--- src/sv/esd_pkg.sv ---
// ----------------------------------------------------------------------------
// esd_pkg
// shared types and constants for the euclidean signed divider
// ----------------------------------------------------------------------------
`default_nettype none

package esd_pkg;

  localparam int DATA_WIDTH_DEF = 32;

  typedef enum logic [1:0] {
    ST_OK        = 2'd0,
    ST_DIV_ZERO  = 2'd1,
    ST_OVERFLOW  = 2'd2
  } status_t;

  // per-request side information that rides along the divider stages
  typedef struct packed {
    logic    a_neg;   // dividend negative
    logic    q_neg;   // quotient negative
    status_t status;
  } esd_ctrl_t;

endpackage

`default_nettype wire

--- src/sv/esd_step.sv ---
// ----------------------------------------------------------------------------
// esd_step
// one restoring division step, one quotient bit per stage
// ----------------------------------------------------------------------------
`default_nettype none

module esd_step import esd_pkg::*; #(
  parameter int DATA_WIDTH = DATA_WIDTH_DEF
) (
  input  wire logic                  clk,
  input  wire logic                  rst,
  input  wire logic                  in_valid,
  output      logic                  in_ready,
  input  wire logic [DATA_WIDTH-1:0] rem_in,
  input  wire logic [DATA_WIDTH-1:0] quo_in,
  input  wire logic [DATA_WIDTH-1:0] ub_in,
  input  wire esd_ctrl_t             ctrl_in,
  output      logic                  out_valid,
  input  wire logic                  out_ready,
  output      logic [DATA_WIDTH-1:0] rem,
  output      logic [DATA_WIDTH-1:0] quo,
  output      logic [DATA_WIDTH-1:0] ub,
  output      esd_ctrl_t             ctrl
);

  logic [DATA_WIDTH:0] shifted;
  logic [DATA_WIDTH:0] diff;
  logic                fits;

  // bring down the next dividend bit and try a subtract
  assign shifted  = {rem_in, quo_in[DATA_WIDTH-1]};
  assign diff     = shifted - {1'b0, ub_in};
  assign fits     = !diff[DATA_WIDTH];
  assign in_ready = !out_valid || out_ready;

  always_ff @(posedge clk) begin
    if (rst) begin
      out_valid <= 1'b0;
    end else if (in_ready) begin
      out_valid <= in_valid;
    end
  end

  always_ff @(posedge clk) begin
    if (in_ready) begin
      rem  <= fits ? diff[DATA_WIDTH-1:0] : shifted[DATA_WIDTH-1:0];
      quo  <= {quo_in[DATA_WIDTH-2:0], fits};
      ub   <= ub_in;
      ctrl <= ctrl_in;
    end
  end

endmodule

`default_nettype wire

--- config.mk ---
export PLATFORM = sky130hd
export DESIGN_NAME = esd_step
export DESIGN_NICKNAME = d
export VERILOG_FILES = /design/src/sv/esd_pkg.sv /design/src/sv/esd_step.sv
export SDC_FILE = /design/constraint.sdc
export NUM_CORES = 1
export LEC_CHECK = 0
export BUFFER_PORTS_ARGS = -buffer_cell sky130_fd_sc_hd__buf_2
export CORE_MARGIN = 2
export CORE_UTILIZATION = 50
export CTS_BUF_LIST = sky130_fd_sc_hd__clkbuf_8
export DETAILED_ROUTE_END_ITERATION = 10
export PLACE_DENSITY = 0.81
export REMOVE_ABC_BUFFERS = 1
export SYNTH_ARGS = -nofsm -noshare
export SYNTH_HDL_FRONTEND = slang
export SYNTH_SLANG_ARGS = --single-unit
--- constraint.sdc ---
create_clock -name clk -period 4.6 [get_ports clk]
set_input_delay 0.92 -clock clk [delete_from_list [all_inputs] [get_ports clk]]
set_output_delay 0.92 -clock clk [all_outputs]
set_load 0.005 [all_outputs]
After elaboration in Yosys (flattened, before gate mapping)
Index checks and enable logic that the tools add are counted.

Add/subtract/negate cells: 1. Multiplexer cells: 1. Reduce and logical (&&, ||, !) cells: 3.

Operators by type and width (number): $sub 33x32->33 (1); $mux 32 (1); $logic_not 1->1 (2); $logic_or 1x1->1 (1).

Register bits after elaboration: 101. Logic and storage cells: 12. Output and inout bits: 102. Bits of input ports: 104.

Longest topological paths before layout
Depth after elaboration: 2. Mapped depth: 13. Depth with buffers taken out: 12.

Worst setup path before layout
OpenSTA, ideal clock, no wires.

Path type: input port to output port. Start: in out_ready. End: out in_ready. Data required time: 3.680 ns. Path slack: 0.281 ns. Data arrival time: 3.399 ns. Stages on the path: 1. Buffers on the path: 0. Cell sequence: nand2b_1.

Longest elaborated chain between the ends: 1.

RTL lines: from (decl) (line esd_step.sv:19) `input wire logic out_ready,`; $logic_or 1x1->1 (line esd_step.sv:34) `assign in_ready = !out_valid || out_ready;`; to (decl) (line esd_step.sv:13) `output logic in_ready,`.

Every way passes these cells.

Worst setup path in the final report
Start: in quo_in[31]. End: reg rem[31], data pin.

Longest elaborated chain between the ends: 2.

RTL lines: from (decl) (line esd_step.sv:15) `input wire logic [DATA_WIDTH-1:0] quo_in,`; $sub 33x32->33 (line esd_step.sv:32) `assign diff = shifted - {1'b0, ub_in};`; $mux 32 (line esd_step.sv:46) `rem <= fits ? diff[DATA_WIDTH-1:0] : shifted[DATA_WIDTH-1:0];`; to (signal assigned) (line esd_step.sv:46); to (decl) (line esd_step.sv:20) `output logic [DATA_WIDTH-1:0] rem,`.

Every way passes these cells. A chain may end at the register's enable or synchronous reset.

==> flow_summary.yaml <==
run_status:
  status: "completed"
flow_run:
  max_cap_violations: 0
power_and_ir_drop:
  p_leak_uw: 0.00322
  vdd_drop_max_mv: 0.164
  cellPowerDensity_nw_per_um2: 344
synthesis:
  netlist_area_um2: 5480
  async_flop_share: 0
  synth_compound_area_frac: 0.145
  synthMuxAreaShare: 0.0505
  ys_seq_area_frac: 0.552
  ys.flop_type: "edfxtp_1"
  synth_cell_types: 51
  syn_inst: 464
  synth_fa_ha_area_frac: 0.0767
  synth_edf_count: 100
  synth_top_family_by_area: "compound AO/OA/AOI/OAI gates"
  syn_avg_cell_area_um2: 11.8
  ys_ff_latch: 101
  synth_warnings: 0
  synth_xor_area_frac: 0.0384
  synth-simple-area-share: 0.0941
clock_tree:
  cts_setup_buffers: 0
  clk_latency_ps: 370
  clock_path_buffers: 2
  cts_made_buffers: 9
  clock-sinks: 101
  clkSlewWorstSetupHoldPaths_ps: 110
  cts_tree: "done"
  cts-resized-gates: 0
  htree_levels: 3
  cts_hold_buf: 0
  clockRootBuffer: "clkbuf_8"
detailed_routing:
  wire_per_inst_um: 16.8
  routed_wl_um: 13600
  drc: 0
  ant_nets: 0
  vias_per_cell: 5.37
  first_iter_violations: 226
  vias: 4350
  first_pass_iters: 4
sta:
  rsz0062_at_grt: "false"
  skew_ps: 7.84
  finalHoldViolations: 0
  fin_crit_ps: 3640
  finalCritPeriodShare: 0.792
  maxSlewViolCount: 0
  slew_headroom: 0.545
  setup_viol: 0
  finalSetupTns_ps: 0
  tightest_slew_ps: 682
  timing.fmax_mhz: 274
critical_path:
  endpoint_kind: "flip-flop"
  cp_max_fo: 21
  path_class: "input pin to flip-flop"
  startpoint_type: "input pin"
  worstPathArrival_ps: 3790
  required_ps: 4740
floorplanning:
  die_area_um2: 11800
  core_region_area_um2: 10700
  initial_core_util: 0.510
  die-height_um: 109
  die_x_um: 109
  rows: 38
  io_pins: 206
placed_design:
  io_buffers: 205
  gp_congestion: 0.909
  placed_cell_area_um2: 6620
  dp_hpwl_um: 10500
global_route:
  gr-total-overflow: 0
  grt_pass1_vias: 4097
  grt_first_pass_wirelength_um: 20400
  grt_max_degree: 55
  antenna_found_initial: 0
  grt_util_all_layers: 0.226
layout:
  utilization: 0.634
  diodes: 0
  area.growth.synth_to_final_pct: 24.5
  drive_gt1_frac: 0.366
  fin_area_um2: 6820
  nets: 802
worst_hold_path:
  hp-class: "input pin to flip-flop"
-- worst max-delay path: stages --
cell and delay, ps:
buf_2 90, inv_1 40, ha_1 230, fa_1 410
nand2b_1 190, a21oi_1 220, o211ai_1 160, a21oi_1 260
o21a_1 240, o211ai_4 100, inv_2 520, mux2_2 400
-- routing by layer --
layer | global-route usage | wire [µm]
met1 | 0.290 | 5820
met2 | 0.387 | 6730
met3 | 0.0335 | 795
met4 | 0.0842 | 292
met5 | 0 | 0
-- registers in the layout, indices dropped and copies added, names as in the netlist --
name / cells
out_valid: 1
ctrl: 4
ub: 32
quo: 32
rem: 32
-- cell families after synthesis --
group           Yosys count
simple gates            110
flops                   101
fa+ha+maj                33
xor+xnor                 24
compound gates          119
buf+inv                  58
mux                      19
-- path summary, 6_finish.rpt --
kind | cells past startpoint | startpoint | slack [ps] | to
worst min register to register | 1 | out_valid | 1050 | quo[4]
worst min-delay path | 2 | rst | 700 | out_valid
worst max register to register | 2 | out_valid | 2690 | ub[28]
worst max-delay path | 12 | quo_in[31] | 960 | rem[31]
-- placed cells by master (no fill, tap or decap), types with 3 or more instances in the layout --
cell type  synthesis  layout
o21a_1             5       5
nand4_1            5       5
a211oi_1           4       4
and3_1             6       6
a21oi_1           30      30
a21o_1            15      15
buf_2              0     205
xnor2_1           15      15
a21boi_0           4       4
nand2_1           45      45
inv_1             40      40
nand2b_1           5       4
xor2_1             9       9
edfxtp_1         100     100
clkbuf_8           0       9
ha_1              32      32
nand3_1            9       9
mux2_4            17      17
o31ai_1            4       4
nor3_1             3       3
nor2b_1            5       5
o21bai_1           5       5
o211ai_1           6       6
o21ai_0           28      28
nor2_1            23      23
-- metrics by stage --
step / hold slack [ps] / std cells / power, µW / setup slack (ps)
6_report: 697 / 810 / 2340 / 956
5_1_grt: 689 / 810 / 2450 / 794
4_1_cts: 691 / 810 / 2360 / 968
3_5_place_dp: 1050 / 794 / 1770 / 591
3_3_place_gp: 1010 / 794 / 1750 / 668
2_1_floorplan: 989 / 447 / 1530 / 281
-- Yosys cell counts, drive strengths merged (2+ instances only) --
library cell / count / area share
edfxtp: 100 / 0.55
nand2: 45 / 0.031
inv: 41 / 0.028
a21oi: 32 / 0.032
ha: 32 / 0.073
o21ai: 28 / 0.026
nor2: 23 / 0.016
mux2: 18 / 0.049
a21o: 15 / 0.021
xnor2: 15 / 0.024
clkbuf: 14 / 0.0096
nand3: 9 / 0.0082
xor2: 9 / 0.014
o211ai: 7 / 0.012
and3: 6 / 0.0069
nand2b: 5 / 0.0057
nand4: 5 / 0.0057
nor2b: 5 / 0.0057
o21a: 5 / 0.0069
o21bai: 5 / 0.0069
a211oi: 4 / 0.0055
a21boi: 4 / 0.0055
o31ai: 4 / 0.0055
buf: 3 / 0.0062
nor3: 3 / 0.0027
a31oi: 2 / 0.0023
a41o: 2 / 0.0037
and2: 2 / 0.0023
and4: 2 / 0.0032
o2111ai: 2 / 0.0032
o41ai: 2 / 0.0032
-- power breakdown --
part	leakage (µW)	switching [µW]	internal [µW]
registers	0.00105	25.3	1140
logic	0.00207	309	274
clock network	0.000105	339	261
total	0.00322	674	1670
-- area by class of cell --
type / instances / area [µm²]
clock inverters: 7 / 78.8
clock buffers: 9 / 124
multi-input cells: 305 / 2220
inverters: 41 / 154
well taps: 140 / 175
repair buffers: 207 / 1040
flip-flops and latches: 101 / 3020
fillers: 854 / 3930
(Power assumes the default switching activity.)
