## src/sv/esd_pkg.sv

```systemverilog
// ----------------------------------------------------------------------------
// esd_pkg
// shared types and constants for the euclidean signed divider
// ----------------------------------------------------------------------------
`default_nettype none

package esd_pkg;

  localparam int DATA_WIDTH_DEF = 32;

  typedef enum logic [1:0] {
    ST_OK        = 2'd0,
    ST_DIV_ZERO  = 2'd1,
    ST_OVERFLOW  = 2'd2
  } status_t;

  // per-request side information that rides along the divider stages
  typedef struct packed {
    logic    a_neg;   // dividend negative
    logic    q_neg;   // quotient negative
    status_t status;
  } esd_ctrl_t;

endpackage

`default_nettype wire

```

## src/sv/esd_fix.sv

```systemverilog
// ----------------------------------------------------------------------------
// esd_fix
// euclidean correction, sign restore and result register
// ----------------------------------------------------------------------------
`default_nettype none

module esd_fix import esd_pkg::*; #(
  parameter int DATA_WIDTH = DATA_WIDTH_DEF
) (
  input  wire logic                  clk,
  input  wire logic                  rst,
  input  wire logic                  in_valid,
  output      logic                  in_ready,
  input  wire logic [DATA_WIDTH-1:0] rem_in,
  input  wire logic [DATA_WIDTH-1:0] quo_in,
  input  wire logic [DATA_WIDTH-1:0] ub_in,
  input  wire esd_ctrl_t             ctrl_in,
  output      logic                  out_valid,
  input  wire logic                  out_ready,
  output      logic [DATA_WIDTH-1:0] quotient,
  output      logic [DATA_WIDTH-2:0] remainder,
  output      status_t               status
);

  logic                  bump;
  logic [DATA_WIDTH-1:0] qm;
  logic [DATA_WIDTH-1:0] rm;
  logic [DATA_WIDTH-1:0] q_next;

  // negative inexact dividend: one more step away from zero
  assign bump     = ctrl_in.a_neg && (rem_in != '0);
  assign qm       = bump ? (quo_in + 1'b1) : quo_in;
  assign rm       = bump ? (ub_in - rem_in) : rem_in;
  assign q_next   = ctrl_in.q_neg ? (~qm + 1'b1) : qm;
  assign in_ready = !out_valid || out_ready;

  always_ff @(posedge clk) begin
    if (rst) begin
      out_valid <= 1'b0;
    end else if (in_ready) begin
      out_valid <= in_valid;
    end
  end

  always_ff @(posedge clk) begin
    if (in_ready) begin
      status <= ctrl_in.status;
      if (ctrl_in.status == ST_OK) begin
        quotient  <= q_next;
        remainder <= rm[DATA_WIDTH-2:0];
      end else begin
        quotient  <= '0;
        remainder <= '0;
      end
    end
  end

endmodule

`default_nettype wire

```

## config.mk

```make
export PLATFORM = sky130hd
export DESIGN_NAME = esd_fix
export DESIGN_NICKNAME = d
export VERILOG_FILES = /design/src/sv/esd_pkg.sv /design/src/sv/esd_fix.sv
export SDC_FILE = /design/constraint.sdc
export NUM_CORES = 1
export LEC_CHECK = 0
export BUFFER_PORTS_ARGS = -buffer_cell sky130_fd_sc_hd__buf_2
export CAP_MARGIN = 10
export CORE_ASPECT_RATIO = 1.2
export CORE_MARGIN = 2
export CORE_UTILIZATION = 35
export CTS_BUF_LIST = sky130_fd_sc_hd__clkbuf_16
export DETAILED_ROUTE_END_ITERATION = 16
export GPL_ROUTABILITY_DRIVEN = 1
export PLACE_DENSITY_LB_ADDON = 0.15
export REMOVE_ABC_BUFFERS = 1
export SLEW_MARGIN = 0
export SYNTH_ARGS = -nofsm -noshare
export SYNTH_HDL_FRONTEND = slang
export SYNTH_SLANG_ARGS = --single-unit
```

## constraint.sdc

```tcl
create_clock -name clk -period 6.3 [get_ports clk]
set_clock_uncertainty 0.1 [all_clocks]
set_input_delay 0.315 -clock clk [delete_from_list [all_inputs] [get_ports clk]]
set_output_delay 0.315 -clock clk [all_outputs]
set_load 0.05 [all_outputs]
```

Yosys cells after proc, flatten, opt, wreduce, memory -nomap -nowiden
Cells that the tools add are included.
{"block": "word_totals", "ff_bits": 66, "output_inout_bits": 67, "inputBits": 104, "wordCells": 16}
{"block": "classes", "reduce_logical": 5, "bitwise_logic": 1, "n_mux": 3, "add_sub_neg": 3}
{"cell": "$add 32x1->32 const B", "n": 2}
{"cell": "$mux 32", "n": 2}
{"cell": "$not 32->32", "n": 1}
{"cell": "$reduce_bool 32->1", "n": 1}
{"cell": "$mux 31", "n": 1}
{"cell": "$sub 31x31->31", "n": 1}
{"cell": "$logic_not 2->1", "n": 1}
{"cell": "$logic_and 1x1->1", "n": 1}
{"cell": "$logic_not 1->1", "n": 1}
{"cell": "$logic_or 1x1->1", "n": 1}

Depth between registers and ports, before layout
{"block": "depth", "ltp_word": 6, "ltp_mapped": 14}

Worst setup path after synthesis
Ideal clock, no wire load.
{"block": "synth_path", "path_type": "input port to flip-flop", "start": "input ub_in[0]", "end": "register remainder[30] (data pin)", "slack_ns": 2.845, "setup_time_ns": 0.147, "stages": 14, "n_path_buf": 0, "t_arrival_ns": 3.208, "path_cell_list": "inv_1 ha_1 inv_1 fa_1 a211oi_1 o211ai_1 a41oi_1 nor3_1 or4_1 o221ai_1 o21ai_1 xor2_1 or3_1 a21oi_1"}
{"block": "synth_via", "elab_chain_cells": 2}
{"item": "start, declared", "line": "esd_fix.sv:16", "source": "input wire logic [DATA_WIDTH-1:0] ub_in,"}
{"item": "$sub 31x31->31", "line": "esd_fix.sv:33", "source": "assign rm = bump ? (ub_in - rem_in) : rem_in;"}
{"item": "$mux 31", "line": "esd_fix.sv:33"}
{"item": "end signal, assigned", "line": "esd_fix.sv:50", "source": "remainder <= rm[DATA_WIDTH-2:0];"}
{"item": "end, declared", "line": "esd_fix.sv:21", "source": "output logic [DATA_WIDTH-2:0] remainder,"}
Every way passes these cells.
A chain may end at the register's enable or synchronous reset.

Worst setup path in the final report
{"block": "layout_path", "start": "input rem_in[25]", "end": "register quotient[29] (data pin)"}
{"block": "layout_via", "elab_chain_cells": 6}
{"item": "start, declared", "line": "esd_fix.sv:14", "source": "input wire logic [DATA_WIDTH-1:0] rem_in,"}
{"item": "$reduce_bool 32->1 (*)", "line": "esd_fix.sv:31", "source": "assign bump = ctrl_in.a_neg && (rem_in != '0);"}
{"item": "$logic_and 1x1->1 (*)", "line": "esd_fix.sv:31"}
{"item": "$mux 32 (*)", "line": "esd_fix.sv:32", "source": "assign qm = bump ? (quo_in + 1'b1) : quo_in;"}
{"item": "$not 32->32", "line": "esd_fix.sv:34", "source": "assign q_next = ctrl_in.q_neg ? (~qm + 1'b1) : qm;"}
{"item": "$add 32x1->32", "line": "esd_fix.sv:34"}
{"item": "$mux 32 (*)", "line": "esd_fix.sv:34"}
{"item": "end signal, assigned", "line": "esd_fix.sv:49", "source": "quotient <= q_next;"}
{"item": "end, declared", "line": "esd_fix.sv:20", "source": "output logic [DATA_WIDTH-1:0] quotient,"}
Mark *: on every way between the ends. The rest lies on a longest branch, timed or not.

==> results.txt <==
----------------------------------------------------
[Status]
  Status ... completed

[Setup path]
  Crit Path Category ... in2reg
  WP data arrival ... 3.90 ns
  Critical path startpoint category ... input pin
  Worst R2R End ... status[0]
  Reg-to-reg critical path startpoint ... out_valid
  R2R cell count ... 2
  First element of the critical path ... rem_in[25]
  Timing endpoint of the critical path ... quotient[29]
  Critical path data required time ... 6.27 ns
  Kind of end point of the critical path ... register
  CP Max Fanout ... 20
  Reg-to-reg setup timing slack ... 4.62 ns

[Routing]
  Via count normalized by instance count ... 5.173
  Post-detailed-routing wire length ... 16890 um
  Drt initial violations ... 295
  Initial DRT Pass Iterations ... 4
  Detailed-route via count ... 5556
  Routed len/inst ... 15.73 um
  Total DRC errors in the routed layout ... 0
  Antenna Nets Post-Route ... 0

[STA]
  RSZ-0062 raised after global routing ... no
  Final-report hold violation count ... 0
  Slew Viols, Final ... 0
  Least-Margin Pin Slew ... 0.7985 ns
  Period Utilization, post-route ... 62.36%
  Fmax achieved ... 254.5 MHz
  Worst slew margin relative to its limit ... 46.27%
  Total negative slack for setup checks ... 0 ns
  Clock period minus final worst setup slack ... 3.929 ns
  Setup violations, final ... 0

[Clock network]
  Hold buffer count at cts ... 0
  Number of clock sinks ... 66
  Number of buffers created by CTS ... 9
  Post-CTS setup buffers ... 0
  H-Tree Level Count ... 3
  Clock tree root buffer cell ... sky130_fd_sc_hd__clkbuf_16
  Post-CTS clock slew at the launch and capture registers of the worst setup and hold paths ... 0.06 ns
  Max Root-Sink Buffers ... 2
  TritonCTS clock tree ... yes
  Worst-Skew Late Latency ... 0.34 ns
  Post-CTS resize count ... 0

[Finish]
  Sequential cell area in the final layout ... 1972 um^2
  Area added between synthesis and finish ... 22.85%
  Cell Count, Final, Fillers Out ... 1074
  Layout cell share with drive strength beyond 1 ... 25.41%
  Final-layout fill cell count ... 1707
  Multi-input gate area ... 3741 um^2
  Number of antenna repair diodes ... 0
  Layout net count ... 990

[Placement]
  Number of instances in the placed design ... 1058
  RD Place Congestion ... 0.8756
  Count of input and output buffers ... 169
  Final HPWL DP ... 13110 um

[Synthesis]
  Synth cell types ... 64
  Area contributors post-synth ... sky130_fd_sc_hd__edfxtp_1 33%, sky130_fd_sc_hd__xnor2_1 7.0%, sky130_fd_sc_hd__ha_1 6.7%, sky130_fd_sc_hd__xor2_1 5.3%, sky130_fd_sc_hd__a21oi_1 4.6%
  Synth Instances ... 703
  Number of synthesized flops with an enable pin ... 65
  Area share of the largest cell type after synthesis ... 32.58%
  Post-Syn Area per Cell ... 8.522 um^2
  Most common cell in the netlist ... sky130_fd_sc_hd__nor2_1
  Number of warnings reported in the yosys synthesis log ... 0
  Asr flop ratio synth ... 0%
  Post-synthesis cell area ... 5991 um^2
  List of most frequent post-synthesis cells ... 71 x sky130_fd_sc_hd__nor2_1, 67 x sky130_fd_sc_hd__nand2_1, 65 x sky130_fd_sc_hd__edfxtp_1
  Cell type contributing the most total cell area after synthesis ... sky130_fd_sc_hd__edfxtp_1
  Primary FF master, synth ... sky130_fd_sc_hd__edfxtp_1
  Synth Register Bits ... 66
  Sequential cell area fraction in the yosys report ... 32.92%

[Die]
  Total die area ... 18180 um^2
  Width of the chip ... 123.4 um
  Starting density of the core ... 35.69%
  Area of the core ... 16790 um^2
  Count of pins on the block boundary ... 171
  Standard-cell rows ... 52
  Die height ... 147.3 um

[Global route]
  Initial antenna violation count ... 0
  Vias in the first global route ... 5180
  Pin count of the biggest net entering global routing ... 61
  Remaining Overflow, GRT ... 0
  Global-route wire length before repair ... 26500 um
  Global Route Usage Sum ... 18.85%

[Power and ir drop]
  Ratio of total power to cell area ... 221.0 nW/um^2
  Maximum resistive drop on vdd ... 0.1208 mV
  Leakage component of the power ... 0.003286 uW

[Hold path]
  Tightest Hold Check Type ... in2reg

[Run]
  Max-cap violation count ... 0

----------------------------------------------------
-- how the worst min path moves through the flow --
stage | startpoint | end | slack [ns] | depth (start not counted)
2_1_floorplan | rst | out_valid | 0.28 | 1
3_3_place_gp | rst | out_valid | 0.37 | 2
3_5_place_dp | rst | out_valid | 0.37 | 2
4_1_cts | rst | out_valid | 0.005 | 2
5_1_grt | rst | out_valid | 0.03 | 2
6_report | rst | out_valid | 0.02 | 2
-- where the power goes --
group | switching (uW) | internal [uW]
clock | 206 | 387
sequential | 7.89 | 524
combinational | 339 | 163
-- routing by layer --
metal  wire (um)  share of wire (%)  GRT usage, %  vias to the layer above
met1        7231                 43         23.03                     2547
met2        8505                 50         33.10                      157
met4         336                2.0         6.193                        0
met3         816                4.8         3.222                       18
li1            -                  -             -                     2834
met5           0                  0             0                        -
-- worst max-delay path, stage by stage --
cell	delay, ns
sky130_fd_sc_hd__buf_2	0.15
sky130_fd_sc_hd__nor4_2	0.48
sky130_fd_sc_hd__nand4_2	0.52
sky130_fd_sc_hd__o21ai_4	0.71
sky130_fd_sc_hd__mux2i_1	0.24
sky130_fd_sc_hd__nor2_1	0.16
sky130_fd_sc_hd__or4b_1	0.63
sky130_fd_sc_hd__nand3b_4	0.26
sky130_fd_sc_hd__o31ai_2	0.22
sky130_fd_sc_hd__xnor2_1	0.14
sky130_fd_sc_hd__nor2_1	0.05
-- cell type report --
type,count,share of cell area [%]
Tap cell,216,3.672
Sequential cell,66,26.79
Timing Repair Buffer,173,11.90
Clock buffer,9,3.060
Clock inverter,7,1.598
Inverter,42,2.142
Multi-Input combinational cell,561,50.83
-- flip-flops by register name, indices dropped and copies added (netlist names) --
| name | flops |
|---|---|
| remainder | 31 |
| quotient | 32 |
| status | 2 |
| out_valid | 1 |
-- metrics by stage --
stage	setup slack (ns)	hold slack, ns	util (%)	power (uW)	cell area, um^2
after CTS	2.295	0.004973	43.84	1646	7360
after floorplan	1.923	0.2841	-	901.7	5852
after detailed placement	1.935	0.3721	41.80	1046	7017
after global routing	2.090	0.02694	43.84	1706	7360
final	2.371	0.02127	43.84	1626	7360
after global placement	1.941	0.3693	41.80	1046	7017
-- logic make-up (layout without fill, tap and decap cells) --
kind of cell | Yosys count | after routing | synth area share (%)
compound gates | 170 | 170 | 18.17
xor+xnor | 86 | 86 | 12.82
fa+ha+maj | 33 | 33 | 7.017
buf+inv | 76 | 231 | 4.950
flops | 66 | 66 | 32.92
mux | 7 | 7 | 1.191
simple gates | 265 | 265 | 22.93
-- cell usage in the layout (no fill, tap or decap), types with 7 or more instances in the layout --
master and n:
sky130_fd_sc_hd__a211oi_1 7, sky130_fd_sc_hd__a21o_1 17, sky130_fd_sc_hd__a21oi_1 55, sky130_fd_sc_hd__a31oi_1 8
sky130_fd_sc_hd__and3_1 13, sky130_fd_sc_hd__buf_2 169, sky130_fd_sc_hd__clkbuf_16 9, sky130_fd_sc_hd__edfxtp_1 65
sky130_fd_sc_hd__ha_1 32, sky130_fd_sc_hd__inv_1 42, sky130_fd_sc_hd__nand2_1 67, sky130_fd_sc_hd__nand2b_1 8
sky130_fd_sc_hd__nand3_1 29, sky130_fd_sc_hd__nor2_1 71, sky130_fd_sc_hd__nor3_1 22, sky130_fd_sc_hd__nor4_2 8
sky130_fd_sc_hd__o21ai_0 26, sky130_fd_sc_hd__o21ai_1 11, sky130_fd_sc_hd__xnor2_1 48, sky130_fd_sc_hd__xor2_1 36
Note: power is estimated with default switching activity, not from simulation.
