<file path="src/sv/esd_pkg.sv">
// ----------------------------------------------------------------------------
// esd_pkg
// shared types and constants for the euclidean signed divider
// ----------------------------------------------------------------------------
`default_nettype none

package esd_pkg;

  localparam int DATA_WIDTH_DEF = 32;

  typedef enum logic [1:0] {
    ST_OK        = 2'd0,
    ST_DIV_ZERO  = 2'd1,
    ST_OVERFLOW  = 2'd2
  } status_t;

  // per-request side information that rides along the divider stages
  typedef struct packed {
    logic    a_neg;   // dividend negative
    logic    q_neg;   // quotient negative
    status_t status;
  } esd_ctrl_t;

endpackage

`default_nettype wire

</file>
<file path="src/sv/esd_prep.sv">
// ----------------------------------------------------------------------------
// esd_prep
// operand magnitudes, sign bookkeeping and special case detection
// ----------------------------------------------------------------------------
`default_nettype none

module esd_prep import esd_pkg::*; #(
  parameter int DATA_WIDTH = DATA_WIDTH_DEF
) (
  input  wire logic                  clk,
  input  wire logic                  rst,
  input  wire logic                  in_valid,
  output      logic                  in_ready,
  input  wire logic [DATA_WIDTH-1:0] dividend,
  input  wire logic [DATA_WIDTH-1:0] divisor,
  output      logic                  out_valid,
  input  wire logic                  out_ready,
  output      logic [DATA_WIDTH-1:0] rem,
  output      logic [DATA_WIDTH-1:0] quo,
  output      logic [DATA_WIDTH-1:0] ub,
  output      esd_ctrl_t             ctrl
);

  localparam logic [DATA_WIDTH-1:0] SIGN_BIT = {1'b1, {(DATA_WIDTH-1){1'b0}}};

  logic      a_neg;
  logic      b_neg;
  esd_ctrl_t ctrl_next;

  assign a_neg    = dividend[DATA_WIDTH-1];
  assign b_neg    = divisor[DATA_WIDTH-1];
  assign in_ready = !out_valid || out_ready;

  always_comb begin
    ctrl_next.a_neg = a_neg;
    ctrl_next.q_neg = a_neg ^ b_neg;
    if (divisor == '0) begin
      ctrl_next.status = ST_DIV_ZERO;
    end else if (dividend == SIGN_BIT && divisor == '1) begin
      ctrl_next.status = ST_OVERFLOW;
    end else begin
      ctrl_next.status = ST_OK;
    end
  end

  always_ff @(posedge clk) begin
    if (rst) begin
      out_valid <= 1'b0;
    end else if (in_ready) begin
      out_valid <= in_valid;
    end
  end

  always_ff @(posedge clk) begin
    if (in_ready) begin
      rem  <= '0;
      quo  <= a_neg ? (~dividend + 1'b1) : dividend;
      ub   <= b_neg ? (~divisor + 1'b1) : divisor;
      ctrl <= ctrl_next;
    end
  end

endmodule

`default_nettype wire

</file>
<file path="config.mk">
export PLATFORM = sky130hd
export DESIGN_NAME = esd_prep
export DESIGN_NICKNAME = d
export VERILOG_FILES = /design/src/sv/esd_pkg.sv /design/src/sv/esd_prep.sv
export SDC_FILE = /design/constraint.sdc
export NUM_CORES = 1
export LEC_CHECK = 0
export ABC_CLOCK_PERIOD_IN_PS = 3000
export BUFFER_PORTS_ARGS = -buffer_cell sky130_fd_sc_hd__buf_2
export CORE_UTILIZATION = 48
export CTS_CLUSTER_DIAMETER = 100
export CTS_CLUSTER_SIZE = 28
export DETAILED_ROUTE_END_ITERATION = 16
export GPL_ROUTABILITY_DRIVEN = 0
export MAX_ROUTING_LAYER = met4
export PLACE_DENSITY = 0.83
export SKIP_CTS_REPAIR_TIMING = 1
export SYNTH_ARGS = -nofsm -noshare
export SYNTH_HDL_FRONTEND = slang
export SYNTH_SLANG_ARGS = --single-unit
</file>
<file path="constraint.sdc">
create_clock -name clk -period 3 [get_ports clk]
set_clock_uncertainty 0.15 [all_clocks]
set_input_delay 0.15 -clock clk [delete_from_list [all_inputs] [get_ports clk]]
set_output_delay 0.15 -clock clk [all_outputs]
set_load 0.005 [all_outputs]
</file>
# Yosys cells after proc, flatten, opt, wreduce, memory -nomap -nowiden
# Cells that the tools add are included.
# word_totals
elab_cells	22
inputBits	68
out_inout_bits	102
regBits	69
# op_classes
mux	3
bitwise	3
addsub	2
n_reduce_logical	4
n_eq_ne	2
# ops
operator	n
32-bit by 1-bit adder with 32-bit output (second input constant)	2
32-bit equality test (second input constant)	2
32-bit inverter	2
31-bit 2-to-1 mux	2
32-bit zero test	1
2-bit 2-to-1 mux	1
1-bit logical AND	1
1-bit zero test	1
1-bit logical OR	1
1-bit bitwise XOR	1

# Longest topological paths before layout
# Gate-level depths: netlist (run 1).
# depth
depth_word	3
ltp_mapped	6
depth_no_buf	6

# Worst setup path after synthesis (run 1)
# OpenSTA, ideal clock, no wires.
# synth_path
path_type	register to register
from	reg out_valid
to	reg ctrl[0] (netlist bit) (enable)
path_buffers	0
period_less_slack_ps	2512
arrival_ps	1922
stages_incl_launch_ff	2
path_slack_ps	488
required_time_ps	2410
setup_time_ps	440
path_cell_list	dfxtp_1 nand2b_1
# synth_between
elab_chain_len	2
# synth_lines
item	line_no	text
start: declaration	esd_prep.sv:16	output logic out_valid,
start signal: assignment	esd_prep.sv:50	out_valid <= in_valid;
1-bit zero test	esd_prep.sv:32	assign in_ready = !out_valid || out_ready;
1-bit logical OR	esd_prep.sv:32	
named net in_ready	esd_prep.sv:13	output logic in_ready,
end signal: assignment	esd_prep.sv:59	ctrl <= ctrl_next;
end: declaration	esd_prep.sv:21	output esd_ctrl_t ctrl
# The timed path passes the listed nets, and every way through them passes these cells.
# A chain may end at the register's enable or synchronous reset.

# Final worst setup path (run 1)
# layout_path
from	in dividend[8]
to	reg quo[27], data pin
# layout_between
elab_chain_len	3
# layout_lines
item	line_no	text
start: declaration	esd_prep.sv:14	input wire logic [DATA_WIDTH-1:0] dividend,
32-bit inverter	esd_prep.sv:57	quo <= a_neg ? (~dividend + 1'b1) : dividend;
32-bit by 1-bit adder with 32-bit output	esd_prep.sv:57	
31-bit 2-to-1 mux	esd_prep.sv:57	
end signal: assignment	esd_prep.sv:57	
end: declaration	esd_prep.sv:19	output logic [DATA_WIDTH-1:0] quo,
# No other way between the ends.

==> results of run 1 <==
## layout make-up
| type | instances | share of cell area [%] |
|---|---|---|
| Sequential cell | 69 | 42.2 |
| Multi-Input combinational cell | 247 | 35.4 |
| Timing Repair Buffer | 147 | 16.0 |
| Clock buffer | 12 | 2.77 |
| Tap cell | 102 | 2.61 |
| Inverter | 9 | 0.692 |
| Clock inverter | 3 | 0.282 |
## report_power, final
part,switching [mW],internal [mW]
Combinational,0.217,0.185
Clock,0.322,0.291
Sequential,0.0263,1.18
Total,0.566,1.66
## flip-flops by register name, summed over array words and instances (netlist names)
signal,flops
quo,32
ub,32
ctrl,4
out_valid,1
## worst min path at each step
stage,to,slack (ps),depth (start not counted)
6_report,ub[18]$_DFFE_PP_,-1,2
2_1_floorplan,out_valid$_SDFFE_PP0P_,70,1
3_3_place_gp,out_valid$_SDFFE_PP0P_,150,2
3_5_place_dp,out_valid$_SDFFE_PP0P_,160,2
4_1_cts,out_valid$_SDFFE_PP0P_,-200,2
5_1_grt,quo[19]$_DFFE_PP_,5,2
## cells in the mapped netlist (2+ instances only)
| cell type | instances | area (um2) |
|---|---|---|
| nand3_1 | 11 | 55.1 |
| inv_1 | 9 | 33.8 |
| nand2b_1 | 3 | 18.8 |
| nand4b_1 | 3 | 26.3 |
| o21ai_0 | 13 | 65.1 |
| xnor2_1 | 58 | 508 |
| nand3b_1 | 2 | 15.0 |
| o41ai_1 | 11 | 96.3 |
| o31ai_1 | 20 | 150 |
| and4b_1 | 2 | 20.0 |
| nand4_1 | 11 | 68.8 |
| nor4_1 | 5 | 31.3 |
| o41ai_2 | 3 | 48.8 |
| nand2_1 | 23 | 86.3 |
| ha_1 | 5 | 62.6 |
| or4_1 | 5 | 37.5 |
| or4_4 | 2 | 22.5 |
| or3_1 | 5 | 31.3 |
| nor4_4 | 3 | 63.8 |
| nor3_1 | 4 | 20.0 |
| buf_4 | 32 | 240 |
| nor2_1 | 14 | 52.6 |
| edfxtp_1 | 68 | 2040 |
| clkbuf_1 | 8 | 30.0 |
## cells by family (layout without fill, tap and decap cells)
family,after synthesis,after routing,synth area share [%]
AND/OR/NAND/NOR,102,102,15.9
flip-flops,69,69,51.8
XOR/XNOR,59,59,13.0
buffers and inverters,51,171,7.86
AO/OA/AOI/OAI,49,49,9.72
adder cells (fa/ha/maj),5,5,1.57
other,1,32,0.0943
## worst max-delay path, delay by kind of cell
| family | cells | cell delay, ps |
|---|---|---|
| AOI/OAI and AO/OA | 1 | 540 |
| and+or+nand+nor | 2 | 850 |
| buffers and inverters | 2 | 700 |
| xor gates and xnor gates | 1 | 120 |
## per-layer routing
layer	wire, um	GRT usage (%)
met4	225	10.0
met5	0	-
met2	4440	35.7
met3	757	3.82
met1	3580	25.3
==> impl_metrics.toml, run 1 <==
[status]
outcome = "complete, but fails checks"
failed_checks = "negative hold slack"

[sta]
period_minus_slack_ps = 2430
finalSetupTns_ps = 0
holdWs_ps = -1.15
drv_slew = 0
timing.final.crit_share_pct = 81.0
setup_violations = 0
max_slew_margin_pct = 39.3
rsz0062_at_grt = "no"
tightest_slew_ps = 910
fmaxAchievable_mhz = 411
setup_ws_ps = 569
hold_viol = 2

[critical_path]
rr_endpoint = "out_valid$_SDFFE_PP0P_"
critPathMaxStageDelay_ps = 550
cp-startpoint = "dividend[8]"
crit_path_max_fanout = 11
end_kind = "flip-flop"
crit_required_ps = 2930
reg2reg_depth = 3
critical_path_arrival_ps = 2360
crit_slowest_cell = "dlygate4sd3_1"
crit_end = "quo[27]$_DFFE_PP_"
reg2reg_from = "out_valid$_SDFFE_PP0P_"
r2r_slack_ps = 1030
crit_path_start_kind = "primary input"
worstSetupPathType = "in2reg"
crit_chain = "dlygate4sd3_1 > buf_2 > nor3_1 > nand3_1 > o41ai_1 > xnor2_1"

[pwr]
ir_drop_mv = 0.179
p_leak_nw = 1.92
p_total_mw = 2.22
power.density_mw_per_mm2 = 456

[clock_tree]
cts_max_level = 3
cts_tree = "yes"
clock-root-buffer = "clkbuf_8"
clk_path_buf_depth = 2
cts_sinks = 69
clkTransAtPathRegs_ps = 70
cts_buffers = 9
clk_latency_ps = 330

[floorplan]
core-area_mm2 = 0.00789
die_x_um = 93.0
die_h_um = 93.0
io_pins = 170
num_rows = 32
dieArea_mm2 = 0.00865
initial_core_util_pct = 50.4

[synth]
yosysSeqAreaShare_pct = 51.8
synth_cells = 336
synthArstFlopShare_pct = 0
ys_types = 40
synth_flop_cell = "edfxtp_1"
synthesis.area_mm2 = 0.00398
syn_avg_cell_area_um2 = 11.8
yosys_warnings = 0
synth-edff-count = 68
synth_seq_cells = 69

[route]
drc = 0
wire_per_inst_um = 15.3
drtPass1Iterations = 5
via_count = 3160
ant_nets = 0
drt_iter0_markers = 91
drt-vias-per-instance = 5.37
drt-total-wl_um = 9000

[final_layout]
antennaDiodeCount = 0
fin_cells = 589
mostFrequentLayoutCells = "137 x buf_2, 68 x edfxtp_1, 58 x xnor2_1, 32 x conb_1, 23 x nand2_1"
multi_input_area_mm2 = 0.00173
fin_util_pct = 61.9
final_common_cell = "buf_2"
layout-drive-gt1-share_pct = 33.7
synthToLayoutAreaGrowth_pct = 22.7
ff_latch_area_mm2 = 0.00206
n_fill_cell = 636
fin_nets = 556
design_area_mm2 = 0.00488

[global_routing]
grt_max_degree = 71
grtUsageTotal_pct = 21.4
first_global_vias = 2907
grt_pass1_wl_um = 13800
antenna_found_initial = 0
overflow = 0

[placed_design]
placed_cells = 565
portBuffers = 137
dp_hpwl_um = 6770
pre_cts_slack_ps = 783
placed_cell_area_mm2 = 0.00464

[hold_path]
min_path_type = "in2reg"
min_from = "divisor[18]"

[job]
timing.max_cap.violations = 0
Power figures use the tool's default switching activity.
==> run 2, diff against run 1 <==
ABC_CLOCK_PERIOD_IN_PS = 2240   (was 3000)
clock period = 2.24 ns   (was 3 ns; I/O delays follow)
==> impl_metrics.toml, run 2 (same netlist as run 1, synthesis figures left out) <==
[critical_path]
end_kind = "flip-flop"
rr_endpoint = "out_valid$_SDFFE_PP0P_"
critical_path_arrival_ps = 2110
crit_path_max_fanout = 5
crit_required_ps = 2160
reg2reg_from = "out_valid$_SDFFE_PP0P_"
crit_path_start_kind = "primary input"
r2r_slack_ps = 320
reg2reg_depth = 4
cp-startpoint = "dividend[9]"
worstSetupPathType = "in2reg"
crit_end = "quo[15]$_DFFE_PP_"

[final_layout]
reg.largest.list = "quo (32), ub (32), ctrl (4)"
n_fill_cell = 574
mostFrequentLayoutCells = "137 x buf_2, 68 x edfxtp_1, 58 x xnor2_1, 42 x dlygate4sd3_1, 32 x conb_1"
synthToLayoutAreaGrowth_pct = 33.2
final_common_cell = "buf_2"
fin_nets = 593
layout-drive-gt1-share_pct = 32.8
antennaDiodeCount = 0

[global_routing]
grtUsageTotal_pct = 21.5
grt_max_degree = 37
grt_pass1_wl_um = 14100
first_global_vias = 3030
antenna_found_initial = 0
overflow = 0

[floorplan]
io_pins = 170
die_h_um = 93.0
dieArea_mm2 = 0.00865
die_x_um = 93.0
core-area_mm2 = 0.00789
num_rows = 32
initial_core_util_pct = 50.4

[job]
timing.max_cap.violations = 0

[pwr]
p_leak_nw = 2.10
ir_drop_mv = 0.277
power.density_mw_per_mm2 = 605
p_total_mw = 3.20

[sta]
hold_viol = 4
drv_slew = 0
period_minus_slack_ps = 2180
fmaxAchievable_mhz = 458
max_slew_margin_pct = 60.3
tightest_slew_ps = 596
timing.final.crit_share_pct = 97.5
finalSetupTns_ps = 0
holdWs_ps = -14.8
setup_violations = 0

[route]
via_count = 3387
drc = 0
drt_iter0_markers = 117
drt-vias-per-instance = 5.40
ant_nets = 0
drtPass1Iterations = 5
drt-total-wl_um = 9770
wire_per_inst_um = 15.6

[status]
failed_checks = "negative hold slack"
outcome = "complete, but fails checks"

[clock_tree]
clock-root-buffer = "clkbuf_8"
cts_max_level = 3
clk_path_buf_depth = 2
clkTransAtPathRegs_ps = 90
clk_latency_ps = 330
cts_sinks = 69
cts_buffers = 9
cts_tree = "yes"

[placed_design]
portBuffers = 137
dp_hpwl_um = 6990

[hold_path]
min_from = "dividend[4]"
min_path_type = "in2reg"
==> run 2: changes by cell type in the layout (fill, tap and decap cells not counted), sizes merged <==
cell,before,now
buf,138,142
clkbuf,12,10
bufinv,0,1
dlygate4sd3,9,42
clkinvlp,0,2
==> run 2: how the worst min path moves through the flow <==
stage	endpoint	slack [ps]	cells after the start
after floorplan	out_valid$_SDFFE_PP0P_	30	1
after CTS	out_valid$_SDFFE_PP0P_	-240	2
after global routing	quo[17]$_DFFE_PP_	1	2
after global placement	out_valid$_SDFFE_PP0P_	110	2
after detailed placement	out_valid$_SDFFE_PP0P_	120	2
final	quo[4]$_DFFE_PP_	-10	2
==> run 2: layout make-up <==
cell class	instances	area (um2)	area share (%)
Clock inverter	6	63.8	1.20
Clock buffer	10	128	2.41
Multi-Input combinational cell	247	1730	32.6
Inverter	9	33.8	0.638
Tap cell	102	128	2.41
Timing Repair Buffer	184	1160	21.8
Sequential cell	69	2060	38.9
==> run 2: metrics by stage <==
stage,hold slack (ps),setup WS [ps],cell area [um2],instances,utilization [%]
2_1_floorplan,31.1,445,4100,367,-
3_3_place_gp,115,258,4690,569,59.4
3_5_place_dp,122,246,4690,569,59.4
4_1_cts,-238,437,4880,585,61.8
5_1_grt,1.08,-17.2,5300,627,67.2
6_report,-14.8,55.6,5300,627,67.2
==> run 2: power by group <==
| group | switching (mW) | internal [mW] | total, mW |
|---|---|---|---|
| combinational | 0.305 | 0.290 | 0.595 |
| sequential | 0.0354 | 1.58 | 1.62 |
| clock | 0.477 | 0.513 | 0.990 |
==> run 2: routing by layer <==
layer / track usage (%) / part of all wire, % / vias to the layer above
met1: 25.1 / 38 / 1582
met5: - / 0 / -
met2: 36.3 / 51 / 224
li1: - / - / 1560
met3: 3.90 / 8.5 / 21
met4: 9.87 / 2.3 / 0
==> run 2: critical path, cell delays in order <==
cell,delay (ps)
dlygate4sd3_1,540
buf_2,160
or3_1,400
or3_1,350
o41ai_1,440
xnor2_1,110
==> run 3, diff against run 2 <==
PLACE_DENSITY = 0.8   (was 0.83)
==> impl_metrics.toml, run 3 (same netlist as run 1, synthesis figures left out) <==
[status]
outcome = "complete, but fails checks"
failed_checks = "negative hold slack"

[global_routing]
overflow = 0
antenna_found_initial = 0
grt_pass1_wl_um = 13900
grtUsageTotal_pct = 21.4
first_global_vias = 2954
grt_max_degree = 42

[critical_path]
crit_required_ps = 2170
r2r_slack_ps = 380
crit_path_start_kind = "primary input"
reg2reg_from = "out_valid$_SDFFE_PP0P_"
crit_path_max_fanout = 7
worstSetupPathType = "in2reg"
end_kind = "flip-flop"
rr_endpoint = "out_valid$_SDFFE_PP0P_"
critical_path_arrival_ps = 2060
reg2reg_depth = 4

[floorplan]
die_x_um = 93.0
die_h_um = 93.0
dieArea_mm2 = 0.00865
core-area_mm2 = 0.00789
num_rows = 32
io_pins = 170
initial_core_util_pct = 50.4

[clock_tree]
cts_buffers = 9
cts_tree = "yes"
cts_max_level = 3
clkTransAtPathRegs_ps = 70
cts_sinks = 69
clock-root-buffer = "clkbuf_8"
clk_latency_ps = 340
clk_path_buf_depth = 2

[sta]
rsz0062_at_grt = "no"
period_minus_slack_ps = 2130
fmaxAchievable_mhz = 469
tightest_slew_ps = 642
finalSetupTns_ps = 0
holdWs_ps = -15.7
drv_slew = 0
setup_violations = 0
timing.final.crit_share_pct = 95.2
max_slew_margin_pct = 56.8
hold_viol = 7

[final_layout]
mostFrequentLayoutCells = "137 x buf_2, 68 x edfxtp_1, 58 x xnor2_1, 39 x dlygate4sd3_1, 32 x conb_1"
n_fill_cell = 594
final_common_cell = "buf_2"
layout-drive-gt1-share_pct = 32.7
synthToLayoutAreaGrowth_pct = 32.4
fin_cells = 625
design_area_mm2 = 0.00527
fin_nets = 591
reg.largest.list = "quo (32), ub (32), ctrl (4)"
antennaDiodeCount = 0

[placed_design]
portBuffers = 137
placed_cells = 570
placed_cell_area_mm2 = 0.00469
dp_hpwl_um = 6870

[route]
wire_per_inst_um = 15.3
drt-total-wl_um = 9550
drtPass1Iterations = 4
ant_nets = 0
drt_iter0_markers = 135
drt-vias-per-instance = 5.30
via_count = 3310
drc = 0

[pwr]
p_leak_nw = 2.09
ir_drop_mv = 0.292
p_total_mw = 3.17
power.density_mw_per_mm2 = 602

[job]
timing.max_cap.violations = 0

[hold_path]
min_from = "divisor[26]"
holdPathEnd = "ub[26]$_DFFE_PP_"
min_path_type = "in2reg"
holdPathStages = 2
==> run 3: cell count changes in the layout (fill, tap and decap cells not counted) <==
cell / before / now
buf_4: 4 / 5
clkbuf_1: 1 / 2
clkinv_1: 0 / 1
clkinv_4: 1 / 0
clkinvlp_4: 2 / 1
dlygate4sd3_1: 42 / 39
==> run 3: worst max-delay path: stages <==
cell           delay [ps]
dlygate4sd3_1         530
buf_2                 160
nor4_4                410
nand3_2               260
o41ai_1               460
xnor2_1               120
==> run 3: metrics by stage <==
stage	utilization, %	setup WS, ps
2_1_floorplan	-	445
3_3_place_gp	59.5	274
3_5_place_dp	59.5	224
4_1_cts	61.8	478
5_1_grt	66.8	18.3
6_report	66.8	106
==> run 3: worst max-delay path by stage <==
stage | from | end | slack (ps) | cells past startpoint
final | divisor[3] | ub[27]$_DFFE_PP_ | 110 | 6
after global routing | dividend[5] | quo[30]$_DFFE_PP_ | 20 | 7
after CTS | out_valid$_SDFFE_PP0P_ | in_ready | 480 | 3
after detailed placement | dividend[1] | quo[20]$_DFFE_PP_ | 220 | 7
after global placement | divisor[5] | ub[27]$_DFFE_PP_ | 270 | 5
after floorplan | divisor[21] | ub[29]$_DFFE_PP_ | 440 | 4
==> run 3: area by class of cell <==
type,count,area [um2],share of cell area (%)
Sequential cell,69,2060,39.2
Multi-Input combinational cell,247,1730,32.8
Clock buffer,11,131,2.49
Inverter,9,33.8,0.641
Tap cell,102,128,2.42
Clock inverter,5,51.3,0.974
Timing Repair Buffer,182,1130,21.5
==> run 3: power by group <==
| group | switching [mW] | internal, mW | total, mW |
|---|---|---|---|
| registers | 0.0343 | 1.58 | 1.62 |
| clock network | 0.455 | 0.508 | 0.963 |
| logic | 0.301 | 0.287 | 0.588 |
| total | 0.791 | 2.38 | 3.17 |
==> run 3: per-layer routing <==
layer	up-vias	global-route usage, %	part of all wire [%]	routed length [um]
li1	1561	-	-	-
met1	1554	24.5	39	3770
met2	181	37.7	52	5000
met3	14	3.90	6.8	645
met4	0	7.05	1.4	136
met5	-	-	0	0
